File: config.mk
export PLATFORM = sky130hd
export DESIGN_NAME = pyro_channel_fire_controller
export DESIGN_NICKNAME = d
export VERILOG_FILES = /design/src/hw/rtl/pcfc_pkg.sv /design/src/hw/rtl/pcfc_cfg_regs.sv /design/src/hw/rtl/pcfc_engine.sv /design/src/hw/rtl/pyro_channel_fire_controller.sv
export SDC_FILE = /design/constraint.sdc
export NUM_CORES = 1
export LEC_CHECK = 0
export BUFFER_PORTS_ARGS = -buffer_cell sky130_fd_sc_hd__buf_2
export CAP_MARGIN = 10
export CELL_PAD_IN_SITES_DETAIL_PLACEMENT = 0
export CELL_PAD_IN_SITES_GLOBAL_PLACEMENT = 1
export CORE_ASPECT_RATIO = 1.2
export CORE_MARGIN = 2
export CORE_UTILIZATION = 43
export DETAILED_ROUTE_END_ITERATION = 10
export HOLD_SLACK_MARGIN = 0.08
export PLACE_DENSITY_LB_ADDON = 0.1
export REMOVE_ABC_BUFFERS = 1
export SETUP_SLACK_MARGIN = 0.05
export SYNTH_ARGS = -nofsm -noshare
export SYNTH_HDL_FRONTEND = slang
export SYNTH_SLANG_ARGS = --single-unit
File: constraint.sdc
create_clock -name clk -period 3.08 [get_ports clk]
set_input_delay 0.154 -clock clk [delete_from_list [all_inputs] [get_ports clk]]
set_output_delay 0.154 -clock clk [all_outputs]
set_load 0.1 [all_outputs]
File: src/hw/rtl/pcfc_pkg.sv
// shared constants, codes and types of the pyro channel fire controller
`default_nettype none

package pcfc_pkg;

  localparam int NUM_CHANNELS = 3;
  localparam int LINE_W       = 3;

  localparam int OP_W     = 3;
  localparam int CH_W     = 3;
  localparam int SAMPLE_W = 10;
  localparam int STATUS_W = 2;
  localparam int DUR_W    = 16;
  localparam int THR_W    = 10;
  localparam int BCH_W    = 2;

  localparam int CFG_IDX_W  = 2;
  localparam int CFG_DATA_W = 16;

  localparam int IN_USER_W  = OP_W;
  localparam int IN_DATA_W  = 16;
  localparam int OUT_DATA_W = 8;

  localparam logic [DUR_W-1:0] DURATION_RST  = 16'd1000;
  localparam logic [THR_W-1:0] THRESHOLD_RST = 10'd500;
  localparam logic [BCH_W-1:0] BACKUP_CH_RST = 2'd3;

  typedef enum logic [CFG_IDX_W-1:0] {
    CFG_DURATION  = 2'd0,
    CFG_THRESHOLD = 2'd1,
    CFG_BACKUP    = 2'd2
  } cfg_idx_t;

  typedef enum logic [OP_W-1:0] {
    OP_TICK   = 3'd0,
    OP_ARM    = 3'd1,
    OP_DISARM = 3'd2,
    OP_FIRE   = 3'd3,
    OP_BACKUP = 3'd4,
    OP_QUERY  = 3'd5
  } op_t;

  typedef enum logic [STATUS_W-1:0] {
    ST_OK          = 2'd0,
    ST_NOT_ARMED   = 2'd1,
    ST_BAD_CHANNEL = 2'd2
  } status_t;

  typedef struct packed {
    logic [DUR_W-1:0] duration;
    logic [THR_W-1:0] threshold;
    logic [BCH_W-1:0] backup_ch;
  } cfg_t;

  typedef struct packed {
    op_t                 op;
    logic [CH_W-1:0]     channel;
    logic [SAMPLE_W-1:0] sample;
  } item_t;

  typedef struct packed {
    logic              accepted;
    status_t           status;
    logic [LINE_W-1:0] fire_lines;
    logic              armed_flag;
  } result_t;

endpackage

`default_nettype wire

File: src/hw/rtl/pcfc_cfg_regs.sv
// configuration registers: fire duration, continuity threshold, backup channel
`default_nettype none

module pcfc_cfg_regs (
  input  wire logic                                clk,
  input  wire logic                                rst_n,
  input  wire logic                                cfg_we,
  input  wire logic [pcfc_pkg::CFG_IDX_W-1:0]      cfg_index,
  input  wire logic [pcfc_pkg::CFG_DATA_W-1:0]     cfg_wdata,
  output pcfc_pkg::cfg_t                           cfg
);

  pcfc_pkg::cfg_t cfg_r;
  pcfc_pkg::cfg_t cfg_nxt;

  always_comb begin
    cfg_nxt = cfg_r;
    if (cfg_we) begin
      case (pcfc_pkg::cfg_idx_t'(cfg_index))
        pcfc_pkg::CFG_DURATION:  cfg_nxt.duration  = cfg_wdata[pcfc_pkg::DUR_W-1:0];
        pcfc_pkg::CFG_THRESHOLD: cfg_nxt.threshold = cfg_wdata[pcfc_pkg::THR_W-1:0];
        pcfc_pkg::CFG_BACKUP:    cfg_nxt.backup_ch = cfg_wdata[pcfc_pkg::BCH_W-1:0];
        default: ;
      endcase
    end
  end

  always_ff @(posedge clk) begin
    if (!rst_n) begin
      cfg_r.duration  <= pcfc_pkg::DURATION_RST;
      cfg_r.threshold <= pcfc_pkg::THRESHOLD_RST;
      cfg_r.backup_ch <= pcfc_pkg::BACKUP_CH_RST;
    end else begin
      cfg_r <= cfg_nxt;
    end
  end

  assign cfg = cfg_r;

endmodule

`default_nettype wire

File: src/hw/rtl/pcfc_engine.sv
// channel state (armed flag, fire lines, elapsed counts) and per-beat result logic
`default_nettype none

module pcfc_engine (
  input  wire logic              clk,
  input  wire logic              rst_n,
  input  wire pcfc_pkg::cfg_t    cfg,
  input  wire pcfc_pkg::item_t   item,
  input  wire logic              advance,
  output pcfc_pkg::result_t      res
);

  localparam int N = pcfc_pkg::NUM_CHANNELS;

  logic                          armed_r;
  logic                          armed_nxt;
  logic [N-1:0]                  firing_r;
  logic [N-1:0]                  firing_nxt;
  logic [pcfc_pkg::DUR_W-1:0]    elapsed_r   [N];
  logic [pcfc_pkg::DUR_W-1:0]    elapsed_nxt [N];

  logic [N-1:0] ch_hit;
  logic [N-1:0] bk_hit;
  logic         ch_ok;
  logic         bk_ok;
  logic         acc;
  pcfc_pkg::status_t status;
  logic [pcfc_pkg::LINE_W-1:0] lines;

  always_comb begin
    for (int i = 0; i < N; i++) begin
      ch_hit[i] = (int'(item.channel) == i + 1);
      bk_hit[i] = (int'(cfg.backup_ch) == i + 1);
    end
    ch_ok = |ch_hit;
    bk_ok = |bk_hit;
  end

  always_comb begin
    armed_nxt  = armed_r;
    firing_nxt = firing_r;
    for (int i = 0; i < N; i++) begin
      elapsed_nxt[i] = elapsed_r[i];
    end
    acc    = 1'b1;
    status = pcfc_pkg::ST_OK;
    case (item.op)
      pcfc_pkg::OP_TICK: begin
        for (int i = 0; i < N; i++) begin
          if (firing_r[i]) begin
            if (elapsed_r[i] < cfg.duration) begin
              elapsed_nxt[i] = elapsed_r[i] + {{(pcfc_pkg::DUR_W-1){1'b0}}, 1'b1};
            end else begin
              elapsed_nxt[i] = cfg.duration;
            end
            if (elapsed_nxt[i] == cfg.duration) begin
              firing_nxt[i] = 1'b0;
            end
          end
        end
      end
      pcfc_pkg::OP_ARM: begin
        armed_nxt = 1'b1;
      end
      pcfc_pkg::OP_DISARM: begin
        armed_nxt  = 1'b0;
        firing_nxt = '0;
        for (int i = 0; i < N; i++) begin
          elapsed_nxt[i] = '0;
        end
      end
      pcfc_pkg::OP_FIRE: begin
        if (!armed_r) begin
          acc    = 1'b0;
          status = pcfc_pkg::ST_NOT_ARMED;
        end else if (!ch_ok) begin
          acc    = 1'b0;
          status = pcfc_pkg::ST_BAD_CHANNEL;
        end else begin
          for (int i = 0; i < N; i++) begin
            if (ch_hit[i]) begin
              firing_nxt[i]  = 1'b1;
              elapsed_nxt[i] = '0;
            end
          end
        end
      end
      pcfc_pkg::OP_BACKUP: begin
        if (!bk_ok) begin
          acc    = 1'b0;
          status = pcfc_pkg::ST_BAD_CHANNEL;
        end else begin
          for (int i = 0; i < N; i++) begin
            if (bk_hit[i]) begin
              firing_nxt[i]  = 1'b1;
              elapsed_nxt[i] = '0;
            end
          end
        end
      end
      pcfc_pkg::OP_QUERY: begin
        if (!ch_ok) begin
          acc    = 1'b0;
          status = pcfc_pkg::ST_BAD_CHANNEL;
        end else begin
          acc = (item.sample > cfg.threshold);
        end
      end
      default: ;
    endcase
  end

  // channels beyond the field width run but are not shown
  always_comb begin
    lines = '0;
    for (int i = 0; i < pcfc_pkg::LINE_W; i++) begin
      if (i < N) begin
        lines[i] = firing_nxt[i];
      end
    end
  end

  assign res.accepted   = acc;
  assign res.status     = status;
  assign res.fire_lines = lines;
  assign res.armed_flag = armed_nxt;

  always_ff @(posedge clk) begin
    if (!rst_n) begin
      armed_r  <= 1'b0;
      firing_r <= '0;
      for (int i = 0; i < N; i++) begin
        elapsed_r[i] <= '0;
      end
    end else if (advance) begin
      armed_r  <= armed_nxt;
      firing_r <= firing_nxt;
      for (int i = 0; i < N; i++) begin
        elapsed_r[i] <= elapsed_nxt[i];
      end
    end
  end

  a_disarm_clears: assert property (@(posedge clk) disable iff (!rst_n)
    advance && item.op == pcfc_pkg::OP_DISARM |=> !armed_r && firing_r == '0)
    else $error("disarm left a line or the armed flag set");

  a_arm_sets: assert property (@(posedge clk) disable iff (!rst_n)
    advance && item.op == pcfc_pkg::OP_ARM |=> armed_r)
    else $error("arm did not set the armed flag");

  a_tick_never_raises: assert property (@(posedge clk) disable iff (!rst_n)
    advance && item.op == pcfc_pkg::OP_TICK |=> (firing_r & ~$past(firing_r)) == '0)
    else $error("tick raised a fire line");

endmodule

`default_nettype wire

File: src/hw/rtl/pyro_channel_fire_controller.sv
// top level: input beat register, fire engine, result register, config port
//
//   channel  | direction | contents
//   in_      | slave     | tuser: op[2:0]; tdata: channel[2:0], cont_sample[12:3]
//   out_     | master    | tdata: accepted[0], status[2:1], fire_lines[5:3], armed_flag[6]
//   cfg_     | write     | index 0 fire duration, 1 continuity threshold, 2 backup channel
//
// one beat per cycle sustained unless the output stalls; input register, then result register
// state updates as a beat moves from the input register into the result register
// a stalled result holds in its register while one more beat waits in the input register
// reset is synchronous: both stages empty, disarmed, lines off, counts zero, config defaults
`default_nettype none

module pyro_channel_fire_controller (
  input  wire logic                                  clk,
  input  wire logic                                  rst_n,
  input  wire logic                                  in_tvalid,
  output logic                                       in_tready,
  input  wire logic [pcfc_pkg::IN_USER_W-1:0]        in_tuser,   // op
  input  wire logic [pcfc_pkg::IN_DATA_W-1:0]        in_tdata,   // channel, cont_sample
  output logic                                       out_tvalid,
  input  wire logic                                  out_tready,
  output logic [pcfc_pkg::OUT_DATA_W-1:0]            out_tdata,  // accepted, status, fire_lines, armed_flag
  input  wire logic                                  cfg_we,
  input  wire logic [pcfc_pkg::CFG_IDX_W-1:0]        cfg_index,
  input  wire logic [pcfc_pkg::CFG_DATA_W-1:0]       cfg_wdata
);

  localparam int RES_W = $bits(pcfc_pkg::result_t);

  pcfc_pkg::cfg_t    cfg;
  pcfc_pkg::item_t   s_item_r;
  pcfc_pkg::result_t res;
  pcfc_pkg::result_t out_res_r;
  logic              s_valid_r;
  logic              out_valid_r;
  logic              advance;
  logic              in_take;

  pcfc_cfg_regs u_cfg (
    .clk       (clk),
    .rst_n     (rst_n),
    .cfg_we    (cfg_we),
    .cfg_index (cfg_index),
    .cfg_wdata (cfg_wdata),
    .cfg       (cfg)
  );

  pcfc_engine u_engine (
    .clk     (clk),
    .rst_n   (rst_n),
    .cfg     (cfg),
    .item    (s_item_r),
    .advance (advance),
    .res     (res)
  );

  assign advance   = s_valid_r && (!out_valid_r || out_tready);
  assign in_tready = !s_valid_r || advance;
  assign in_take   = in_tvalid && in_tready;

  always_ff @(posedge clk) begin
    if (!rst_n) begin
      s_valid_r   <= 1'b0;
      out_valid_r <= 1'b0;
    end else begin
      if (in_take) begin
        s_valid_r <= 1'b1;
      end else if (advance) begin
        s_valid_r <= 1'b0;
      end
      if (advance) begin
        out_valid_r <= 1'b1;
      end else if (out_tready) begin
        out_valid_r <= 1'b0;
      end
    end
  end

  always_ff @(posedge clk) begin
    if (in_take) begin
      s_item_r.op      <= pcfc_pkg::op_t'(in_tuser[pcfc_pkg::OP_W-1:0]);
      s_item_r.channel <= in_tdata[pcfc_pkg::CH_W-1:0];
      s_item_r.sample  <= in_tdata[pcfc_pkg::CH_W +: pcfc_pkg::SAMPLE_W];
    end
    if (advance) begin
      out_res_r <= res;
    end
  end

  assign out_tvalid = out_valid_r;
  assign out_tdata  = {{(pcfc_pkg::OUT_DATA_W-RES_W){1'b0}},
                       out_res_r.armed_flag,
                       out_res_r.fire_lines,
                       out_res_r.status,
                       out_res_r.accepted};

  a_advance_loads_out: assert property (@(posedge clk) disable iff (!rst_n)
    advance |=> out_valid_r)
    else $error("beat left the input register without reaching the result register");

  a_stall_holds_stage: assert property (@(posedge clk) disable iff (!rst_n)
    s_valid_r && out_valid_r && !out_tready |=> s_valid_r && $stable(s_item_r))
    else $error("waiting beat lost during output stall");

  a_empty_stage_ready: assert property (@(posedge clk) disable iff (!rst_n)
    !s_valid_r |-> in_tready)
    else $error("input refused with the input register empty");

endmodule

`default_nettype wire

== Yosys cells after proc, flatten, opt, wreduce, memory -nomap -nowiden ==
Memory sizes are Yosys's and may differ from the RTL's.
Index checks and enable logic that the tools add are counted.

* Register bits after elaboration: 57
* Memory bits (writable): 48
* Input bits: 42
* Output and inout port bits: 10
* Logic and storage cells: 115
* Memories: 1

{| class="wikitable"
|+ Memory list
! memory !! words !! bits a word !! read ports !! clocked after Yosys merged registers in !! wr ports !! line !! source
|-
| u_engine.elapsed_r || 3 || 16 || 3 || 0 || 3 || pcfc_engine.sv:19 || <nowiki>logic [pcfc_pkg::DUR_W-1:0] elapsed_r [N];</nowiki>
|}

* Add/sub/neg operators: 3
* $lt $le $gt $ge: 4
* Equality and inequality tests: 16
* Muxes and demuxes: 59
* Bitwise gates (word level): 3
* Reduce and logical (&&, ||, !) cells: 15

{| class="wikitable"
|+ Operators by type and width
! operator !! count
|-
| two-way mux 16 bit || 21
|-
| one-hot mux 48 bit (4 select lines) || 1
|-
| two-way mux 48 bit || 3
|-
| adder 16 x 1 -> 16 bit, second input constant || 3
|-
| == test 16 bit || 3
|-
| < comparator 16 bit || 3
|-
| two-way mux 1 bit || 24
|-
| == test 3 bit, second input constant || 4
|-
| one-hot mux 3 bit (4 select lines) || 1
|-
| greater-than comparator 10 bit || 1
|-
| == test 3 x 2 -> 1 bit, second input constant || 3
|-
| two-way mux 3 bit || 3
|-
| == test 2 bit, second input constant || 3
|-
| two-way mux 2 bit || 3
|-
| one-hot mux 2 bit (3 select lines) || 1
|-
| AND reduction 2 bit || 3
|-
| OR reduction 3 bit || 2
|-
| == test 2 x 1 -> 1 bit, second input constant || 2
|-
| nonzero test 2 bit || 2
|-
| == test 3 x 1 -> 1 bit, second input constant || 1
|-
| logical NOT 3 bit || 1
|-
| OR 1 bit || 3
|-
| one-hot mux 1 bit (3 select lines) || 1
|-
| logical AND 1 bit || 2
|-
| 4 further kinds || 6
|}

== Depth between registers and ports, before layout ==
Gate-level depths: netlist (run 1).
An unclocked memory read counts as a cell.

* Depth after elaboration: 9
* Depth in mapped cells: 12
* Depth with buffers taken out: 10

== Hierarchy ==
Synthesis (run 1) repeated with hierarchy kept, for this count alone.

* Cell total of the unflattened synthesis: 823
* Area total of the unflattened synthesis: 7800.0 sq um

{| class="wikitable"
|+ Modules (own cells, without submodules)
! module !! instances !! cells each !! area an instance (sq um) !! sequential area each (sq um)
|-
| pcfc_engine || 1 || 669 || 5791.8 || 1521.5
|-
| pcfc_cfg_regs || 1 || 120 || 1202.4 || 560.5
|-
| pyro_channel_fire_controller || 1 || 34 || 805.8 || 730.7
|}

== Least setup slack after synthesis (run 1) ==
Ideal clock, no wire load.

* Kind: flip-flop to flip-flop
* Start point: reg out_valid_r (netlist: out_tvalid)
* End point: mem u_engine.elapsed_r[0][0] (netlist bit) (enable)
* Setup time: 0.414 ns
* Arrival time: 2.767 ns
* Data required time: 2.666 ns
* Setup slack: -0.102 ns
* Stages on the path, launching flop included: 4
* Path buffers: 0
* Period minus slack after synthesis: 3.182 ns
* Path through: dfxtp_1 -> nor2b_1 -> or3b_2 -> o31ai_1

{| class="wikitable"
|+ RTL lines
! what !! line !! source
|-
| start: declaration || pyro_channel_fire_controller.sv:36 || <nowiki>logic out_valid_r;</nowiki>
|-
| start signal: assignment || pyro_channel_fire_controller.sv:65 || <nowiki>out_valid_r <= 1'b0;</nowiki>
|-
| start signal: assignment || pyro_channel_fire_controller.sv:73 || <nowiki>out_valid_r <= 1'b1;</nowiki>
|-
| start signal: assignment || pyro_channel_fire_controller.sv:75 || <nowiki>out_valid_r <= 1'b0;</nowiki>
|-
| end: declaration || pcfc_engine.sv:19 ||
|}

==> results of run 1 <==
-- registers in the layout (all words and copies together) (netlist names) --
register            flops
out_tdata               7
out_tvalid              1
s_item_r               16
s_valid_r               1
u_cfg.cfg              28
u_engine.armed_r        1
u_engine.elapsed_r     48
u_engine.firing_r       3
-- layout make-up --
class / count / area [µm²]
clock buffer: 9 / 225
inverter: 28 / 108
clock inverter: 7 / 68.8
sequential: 105 / 2810
tap: 220 / 275
multi-input combinational: 642 / 4500
timing repair buffer: 135 / 1010
fill: 1634 / 8440
-- what timing repair did --
action                                 in CTS  in global routing
setup buffers                               0                  3
setup endpoints to repair                   0                 10
resized for setup                           0                  7
endpoints found under the hold margin      38                  0
hold buffers                               32                  0
-- critical path, stage by stage, from the launching register on --
cell and delay, ps:
edfxtp_1 430, ha_2 210, and3_4 190, and3_4 190, xnor3_1 200, or4_1 530
or4_4 450, o211a_4 280, o21ai_1 110, nand2b_1 60
-- worst min path at each step --
stage          slack (ps)    startpoint            end  cells past startpoint
2_1_floorplan         220         rst_n   u_cfg.cfg[0]                      1
3_3_place_gp          330   in_tdata[4]    s_item_r[1]                      1
3_5_place_dp          330   in_tdata[3]    s_item_r[0]                      1
4_1_cts                80  cfg_wdata[0]  u_cfg.cfg[12]                      3
5_1_grt                80  cfg_wdata[0]  u_cfg.cfg[12]                      3
6_report               90  cfg_wdata[0]  u_cfg.cfg[12]                      3
-- kinds of logic after synthesis --
family	count (synthesis)	share of synthesized area (%)
AND/OR/NAND/NOR	307	20.2
other	1	0.0492
buffers and inverters	89	4.89
AO/OA/AOI/OAI	184	16.6
multiplexers	17	2.27
adder cells (fa/ha/maj)	58	9.53
flip-flops	105	36.9
XOR/XNOR	75	9.57
-- cells in the mapped netlist, drive strengths merged, types with 4 or more instances --
cell type,count,area (µm²)
nor2b,10,62.6
edfxtp,71,2130
nor3,16,80.1
nor2,84,315
mux2i,15,150
a21o,22,165
xnor3,5,116
o21a,4,30.0
nand3b,4,30.0
a2111oi,4,41.3
clkbuf,43,161
nand2,80,317
and2,4,25.0
nand3,27,140
nand4,25,156
dfxtp,34,681
nand2b,11,68.8
inv,28,108
nor4,13,93.8
xor2,27,236
and4,8,70.1
a21oi,52,260
xnor2,43,377
ha,58,726
a211oi,35,263
and3,9,61.3
o211ai,17,128
o21ai,12,60.1
a31oi,6,37.5
buf,18,104
o221ai,4,35.0
-- power groups by stage --
stage | clock network [W] | logic (W) | registers [W]
floorplan | 0 | 0.000463 | 0.00175
global placement | 0 | 0.000794 | 0.00171
detailed placement | 0 | 0.000810 | 0.00171
CTS | 0.00120 | 0.000845 | 0.00168
global route | 0.00126 | 0.000933 | 0.00169
finish | 0.00119 | 0.000854 | 0.00168
-- stage by stage --
step	instance area (µm²)	hold slack [ps]	TNS, ps
floorplan	7350	216	-27130
global placement	8330	332	0
detailed placement	8330	332	0
CTS	8950	82.5	0
global route	9000	82.9	0
finish	9000	88.3	0
-- routing by layer --
layer | vias up | wire (µm) | track usage, %
met5 | - | 0 | 0
met4 | 0 | 882 | 11.3
met3 | 54 | 1000 | 2.90
met2 | 226 | 11200 | 43.1
met1 | 3204 | 9310 | 29.3
li1 | 3243 | - | -
==> impl_metrics.toml, run 1 <==
[worst_setup_path]
end_kind = "flip-flop"
reg2reg_depth = 9
reg2reg_to = "out_tdata[5]"
critPathMaxFanout = 5
cp-endpoint = "out_tdata[5]"
cp-start-kind = "flip-flop"
reg2reg_from = "u_engine.elapsed_r[0][32]"
worstPathRequired_ps = 3190
crit_type = "reg -> reg"
rrSetupSlack_ps = 180
cp_data_arrival_time_ps = 3010
startpoint = "u_engine.elapsed_r[0][32]"

[sta]
period_needed_ps = 2900
drv_slew = 0
fmax_ghz = 0.345
worst_pin_slew_ps = 785
rsz0062_at_grt = "true"
slew_headroom_pct = 47.6
hold_violations = 0
finalWorstSetupSlack_ps = 185
finalClockSkew_ps = 9.21
setup_viol = 0
finalCritPeriodShare_pct = 94.0

[synthesis]
ys_async_sr_fraction_pct = 0
syn_area_um2 = 7620
avgSynthCellArea_um2 = 9.11
synth_cell_types = 71
synth_edf_count = 71
synth-seq-cells = 105
netlist_instances = 836
yosysWarnings = 0
seq_area_frac_synth_pct = 36.9
synthFlopType = "edfxtp_1"

[global_routing]
grt_usage_pct = 24.3
globalRoute.totalOverflow = 0
grt_pass1_wl_um = 35200
grt_pass1_vias = 6544
antenna_found_initial = 0
grt_max_degree = 49

[final_layout]
final_cell_mix = "84 x nor2_1, 79 x nand2_1, 71 x edfxtp_1, 57 x ha_1, 52 x buf_4"
nets = 1021
area_growth_pct = 18.1
utilization_pct = 51.6
num_antenna_cells = 0
fin_cells = 1146
drive_above_1_share_pct = 15.4
mostFrequentLayoutCell = "nor2_1"

[run]
drv_cap = 0

[routing]
via_count = 6727
wl_per_cell_um = 19.6
drc = 0
ant_nets = 0
first_pass_iters = 5
drt_iter0_drc = 408
via_per_inst = 5.87
wl_um = 22400

[place]
place.port_buffers = 47
dp_slack_ps = 112
place_inst = 1095
dp_hpwl_um = 16700
gp_congestion = 0.923

[floorplan]
io_pins = 52
row_count = 53
core_area_um2 = 17400
die_w_um = 126
dieHeight_um = 150
die_area_um2 = 18800
initial_core_util_pct = 43.7

[power_and_ir_drop]
clock_power_share_pct = 31.9
p_per_area_nw_per_um2 = 413
switching_share_pct = 32.0
switchingPower_w = 0.00119
leakage_nw = 3.56
power_w = 0.00372
ir_drop_v = 0.000232
p_seq_share_pct = 45.1
p_comb_share_pct = 23.0
p_int_w = 0.00253

[clocking]
cts_root_buf = "clkbuf_16"
clk_pin_slew_ps = 80
htree_levels = 3
cts_buffers = 9
clkLatencyLatePin_ps = 360
cts_buffer_depth = 2
cts_tree = "done"
clkSinkCount = 105

[min_path]
hold_path.class = "in -> reg"

[status]
status = "finished, final reports clean"
(Power assumes the default switching activity.)
==> run 2, diff against run 1 <==
==> constraint.sdc (replaced) <==
create_clock -name clk -period 2.4 [get_ports clk]
set_input_delay 0.12 -clock clk [delete_from_list [all_inputs] [get_ports clk]]
set_output_delay 0.12 -clock clk [all_outputs]
set_load 0.1 [all_outputs]
==> run 2 against run 1 <==
  * The flow now finishes with violations (negative setup slack)
  * Die area unchanged
  * Sequential share of layout area down 6.5 points
  * Via count up 12%
  * Sequential power up 27%
  * Critical path depth unchanged
  * Combinational power up 110%
  * Register-to-register slack worse by 610 ps
  * First-iteration DRC count up 15%
  * Hold slack better by 70 ps
  * Final area up 27%
  * Fmax up 2.6%
  * Largest power group unchanged
==> impl_metrics.toml, run 2 (synthesized netlist as in run 1, its figures left out) <==
[global_routing]
grt_usage_pct = 28.0
grt_pass1_vias = 7843
grt_max_degree = 49
antenna_found_initial = 0
grt_pass1_wl_um = 41200
globalRoute.totalOverflow = 0

[routing]
drc = 0
via_per_inst = 5.72
via_count = 7510
wl_um = 26700
drt_iter0_drc = 468
wl_per_cell_um = 20.3
ant_nets = 0
first_pass_iters = 5

[clocking]
cts_tree = "done"
cts_buffers = 9
clk_pin_slew_ps = 80
cts_root_buf = "clkbuf_16"
clkSinkCount = 105
cts_buffer_depth = 2
clkLatencyLatePin_ps = 360
htree_levels = 3

[final_layout]
drive_above_1_share_pct = 41.3
top_register = "u_engine.elapsed_r"
multi_input_comb_area_um2 = 5380
fillers = 1407
largest_reg_flops = 48
regArea_um2 = 2830
num_antenna_cells = 0
area_growth_pct = 49.7
mostFrequentLayoutCell = "buf_4"
utilization_pct = 65.4
stdcell_area_um2 = 11400
final_cell_mix = "177 x buf_4, 77 x nand2_1, 71 x edfxtp_1, 57 x nor2_1, 47 x buf_2"
nets = 1188

[sta]
fmax_ghz = 0.354
worst_pin_slew_ps = 729
finalWorstSetupSlack_ps = -422
period_needed_ps = 2820
finalCritPeriodShare_pct = 118
finalClockSkew_ps = 11.2
rsz0062_at_grt = "true"
drv_slew = 0
setup_viol = 49
hold_violations = 0
slew_headroom_pct = 51.4

[power_and_ir_drop]
leakage_nw = 4.64
power_w = 0.00547
ir_drop_v = 0.000350
p_per_area_nw_per_um2 = 480

[place]
dp_hpwl_um = 18700
postPlaceCellArea_um2 = 9350
place.port_buffers = 47
gp_congestion = 0.925

[worst_setup_path]
crit_type = "reg -> reg"
cp_slowest_cell = "or4_1"
cp-start-kind = "flip-flop"
critPathMaxStageDelay_ps = 520
worstPathCellList = "ha_2, and3_4, and3_4, xnor3_1, or4_1, or4_4, o211a_4, o21ai_1, nand2b_1"
end_kind = "flip-flop"
critPathMaxFanout = 2
critPathTopFamily = "simple AND/OR/NAND/NOR gates"
cp_num_buf_inv = 0
cp_data_arrival_time_ps = 2940
worstPathRequired_ps = 2520
cp_common_cell = "and3_4"

[status]
violations = "negative setup slack"
status = "finished with violations"

[floorplan]
dieHeight_um = 150
die_w_um = 126
die_area_um2 = 18800
core_area_um2 = 17400
initial_core_util_pct = 43.7
row_count = 53
io_pins = 52

[min_path]
hold_path.class = "in -> reg"

[run]
drv_cap = 0
run 2: cell count changes in the layout (fill, tap and decap cells not counted), sizes merged:
cell         change
clkbuf           -1
clkinv           +1
inv              -1
buf            +166
dlygate4sd3      +2
run 2: layout make-up:
type | count | share of cell area (%)
clock inverters | 7 | 0.801
clock buffers | 9 | 1.97
multi-input cells | 642 | 47.1
well taps | 220 | 2.41
repair buffers | 302 | 21.9
inverters | 28 | 0.965
flip-flops and latches | 105 | 24.8
run 2: timing repair:
action | in CTS | in global routing
setup endpoints to repair | 54 | 54
hold buffers | 34 | 0
pin swaps | 36 | 49
hold endpoints to repair | 46 | 0
setup buffers | 18 | 19
cloned | 5 | 1
resized for setup | 126 | 118
run 2: path summary, 6_finish.rpt:
path	to	cells after the start	slack, ps	startpoint
max reg2reg	out_tdata[5]	9	-420	u_engine.elapsed_r[0][33]
max	out_tdata[5]	9	-420	u_engine.elapsed_r[0][33]
min	u_cfg.cfg[0]	2	160	rst_n
min reg2reg	u_cfg.cfg[11]	2	460	u_cfg.cfg[11]
run 2: per-layer routing:
| metal | vias up | track usage [%] | wire length, µm |
|---|---|---|---|
| li1 | 3569 | - | - |
| met1 | 3667 | 32.9 | 10800 |
| met2 | 213 | 50.7 | 13800 |
| met3 | 61 | 3.32 | 903 |
| met4 | 0 | 13.7 | 1130 |
| met5 | - | 0 | 0 |
run 2: power by group:
part	switching (W)	total (W)	leakage, nW	internal [W]
combinational	0.000919	0.00176	3.49	0.000839
sequential	0.0000845	0.00213	1.00	0.00204
clock	0.000829	0.00159	0.154	0.000760
run 2: stage by stage:
step / worst slack (ps) / hold slack (ps) / cells / TNS (ps)
3_3_place_gp: -508 / 298 / 1227 / -13470
5_1_grt: -489 / 189 / 1313 / -9710
2_1_floorplan: -1520 / 182 / 775 / -82320
3_5_place_dp: -480 / 298 / 1227 / -13360
4_1_cts: -408 / 154 / 1299 / -2520
6_report: -422 / 158 / 1313 / -4960
==> run 3, diff against run 2 <==
--- a/config.mk
+++ b/config.mk
@@ -14,7 +14,7 @@
 export CORE_UTILIZATION = 43
 export DETAILED_ROUTE_END_ITERATION = 10
 export HOLD_SLACK_MARGIN = 0.08
-export PLACE_DENSITY_LB_ADDON = 0.1
+export PLACE_DENSITY_LB_ADDON = 0.25
 export REMOVE_ABC_BUFFERS = 1
 export SETUP_SLACK_MARGIN = 0.05
 export SYNTH_ARGS = -nofsm -noshare
==> constraint.sdc (replaced) <==
create_clock -name clk -period 2.4 [get_ports clk]
set_input_delay 0.48 -clock clk [delete_from_list [all_inputs] [get_ports clk]]
set_output_delay 0.48 -clock clk [all_outputs]
set_load 0.1 [all_outputs]
==> run 3 against run 2 <==
  * The run still ends with negative setup slack left
  * Flip-flop and latch count stayed put
  * Setup slack improved by 9.5 ps
  * Non-clock buffer count decreased by 32
  * Hold slack better by 140 ps
  * Power down 1.3%
  * Combinational power about the same
  * Critical endpoint unchanged
  * Highest routed layer unchanged
==> impl_metrics.toml, run 3 (synthesized netlist as in run 1, its figures left out) <==
[status]
status = "finished with violations"
violations = "negative setup slack"

[global_routing]
grt_max_degree = 49
grt_usage_pct = 27.4
grt_pass1_wl_um = 40100
grt_pass1_vias = 7626
antenna_found_initial = 0
globalRoute.totalOverflow = 0

[worst_setup_path]
cp-start-kind = "flip-flop"
startpoint = "u_engine.elapsed_r[0][32]"
reg2reg_from = "u_engine.elapsed_r[0][32]"
cp_data_arrival_time_ps = 2920
cp-endpoint = "out_tdata[5]"
worstPathCellList = "ha_2, and3_4, and3_4, xnor3_1, or4_4, or4_4, o211a_4, o21ai_2, nand2b_1"
reg2reg_to = "out_tdata[5]"
worstPathRequired_ps = 2510
reg2reg_depth = 9
rrSetupSlack_ps = -410
crit_type = "reg -> reg"
critPathMaxFanout = 3
critPathMaxStageDelay_ps = 510
cp_slowest_cell = "or4_4"
end_kind = "flip-flop"

[routing]
ant_nets = 0
via_count = 7495
via_per_inst = 5.85
drc = 0
wl_um = 26300
first_pass_iters = 5
wl_per_cell_um = 20.5
drt_iter0_drc = 499

[floorplan]
row_count = 53
dieHeight_um = 150
initial_core_util_pct = 43.7
die_w_um = 126
die_area_um2 = 18800
core_area_um2 = 17400
io_pins = 52

[final_layout]
mostFrequentLayoutCell = "buf_4"
area_growth_pct = 44.3
top_register = "u_engine.elapsed_r"
num_antenna_cells = 0
largest_reg_flops = 48
nets = 1156
final_cell_mix = "175 x buf_4, 77 x nand2_1, 71 x edfxtp_1, 56 x nor2_1, 47 x buf_2"
drive_above_1_share_pct = 41.8
utilization_pct = 63.0

[power_and_ir_drop]
power_w = 0.00540
p_seq_share_pct = 39.3
ir_drop_v = 0.000423
p_int_w = 0.00366
clock_power_share_pct = 28.2
switchingPower_w = 0.00174
p_per_area_nw_per_um2 = 491
leakage_nw = 4.43
p_comb_share_pct = 32.5
switching_share_pct = 32.2

[sta]
worst_pin_slew_ps = 598
hold_violations = 0
fmax_ghz = 0.356
finalWorstSetupSlack_ps = -412
rsz0062_at_grt = "true"
drv_slew = 0
period_needed_ps = 2810
finalCritPeriodShare_pct = 117
slew_headroom_pct = 60.1
setup_viol = 30
finalClockSkew_ps = 12.9

[clocking]
clkLatencyLatePin_ps = 360
clkSinkCount = 105
htree_levels = 3
cts_tree = "done"
cts_root_buf = "clkbuf_16"
clk_pin_slew_ps = 80
cts_buffers = 9
cts_buffer_depth = 2

[min_path]
hold_path.class = "in -> reg"

[place]
dp_hpwl_um = 18600
place.port_buffers = 47
gp_congestion = 0.948

[run]
drv_cap = 0
==> run 3: changes by cell type in the layout (fill, tap and decap cells not counted), moves of 4 or more <==
cell / change
nand3_1: +4
dfxtp_2: +4
buf_6: +6
dlygate4sd3_1: -34
dfxtp_1: -4
==> run 3: worst min-delay path by stage <==
stage | slack, ps | start | depth (start not counted) | endpoint
after floorplan | 440 | u_cfg.cfg[11] | 2 | u_cfg.cfg[11]
after global placement | 440 | u_cfg.cfg[11] | 2 | u_cfg.cfg[11]
after detailed placement | 450 | u_cfg.cfg[2] | 2 | u_cfg.cfg[2]
after CTS | 280 | in_tuser[1] | 1 | s_item_r[14]
after global routing | 280 | in_tdata[10] | 1 | s_item_r[7]
final | 290 | in_tuser[1] | 1 | s_item_r[14]
==> run 3: timing repair <==
action	4_1_cts	5_1_grt
gates resized for setup	119	118
hold buffers	0	0
buffers inserted	23	19
gates cloned	4	0
endpoints found under the hold margin	0	0
setup endpoints to repair	54	54
pin swaps	33	46
==> run 3: worst max-delay path: cells and delay by family (launching register included) <==
kind / cells / cell delay, ps
compound gates: 2 / 380
xor+xnor: 1 / 200
fa+ha+maj: 1 / 190
flops: 1 / 390
simple gates: 5 / 1400
==> run 3: through the flow <==
| stage | cell area [µm²] | worst slack [ps] | setup TNS, ps | instances | hold slack, ps |
|---|---|---|---|---|---|
| floorplan | 7350 | -1520 | -82320 | 775 | 436 |
| global placement | 9340 | -489 | -12190 | 1226 | 443 |
| detailed placement | 9340 | -526 | -12750 | 1226 | 452 |
| CTS | 10400 | -472 | -2920 | 1267 | 282 |
| global route | 11000 | -473 | -8380 | 1281 | 282 |
| finish | 11000 | -412 | -4300 | 1281 | 294 |
==> run 3: power groups by stage <==
stage / registers [W] / logic (W) / clock network [W]
2_1_floorplan: 0.00225 / 0.000594 / 0
3_3_place_gp: 0.00215 / 0.00123 / 0
3_5_place_dp: 0.00215 / 0.00127 / 0
4_1_cts: 0.00212 / 0.00153 / 0.00155
5_1_grt: 0.00213 / 0.00186 / 0.00161
6_report: 0.00212 / 0.00175 / 0.00152
==> run 3: layout make-up <==
| cell class | count | area, µm² |
|---|---|---|
| inverters | 28 | 116 |
| repair buffers | 270 | 2190 |
| clock inverters | 6 | 45.0 |
| flip-flops and latches | 105 | 2830 |
| multi-input cells | 642 | 5280 |
| clock buffers | 10 | 250 |
| fillers | 1450 | 6450 |
| well taps | 220 | 275 |
==> run 3: routing by layer <==
metal / GRT usage [%] / up-vias / share of wire (%)
met5: 0 / - / 0
met4: 13.4 / 0 / 4.4
met3: 2.82 / 71 / 3.3
met2: 51.3 / 234 / 53
met1: 30.9 / 3680 / 40
li1: - / 3510 / -
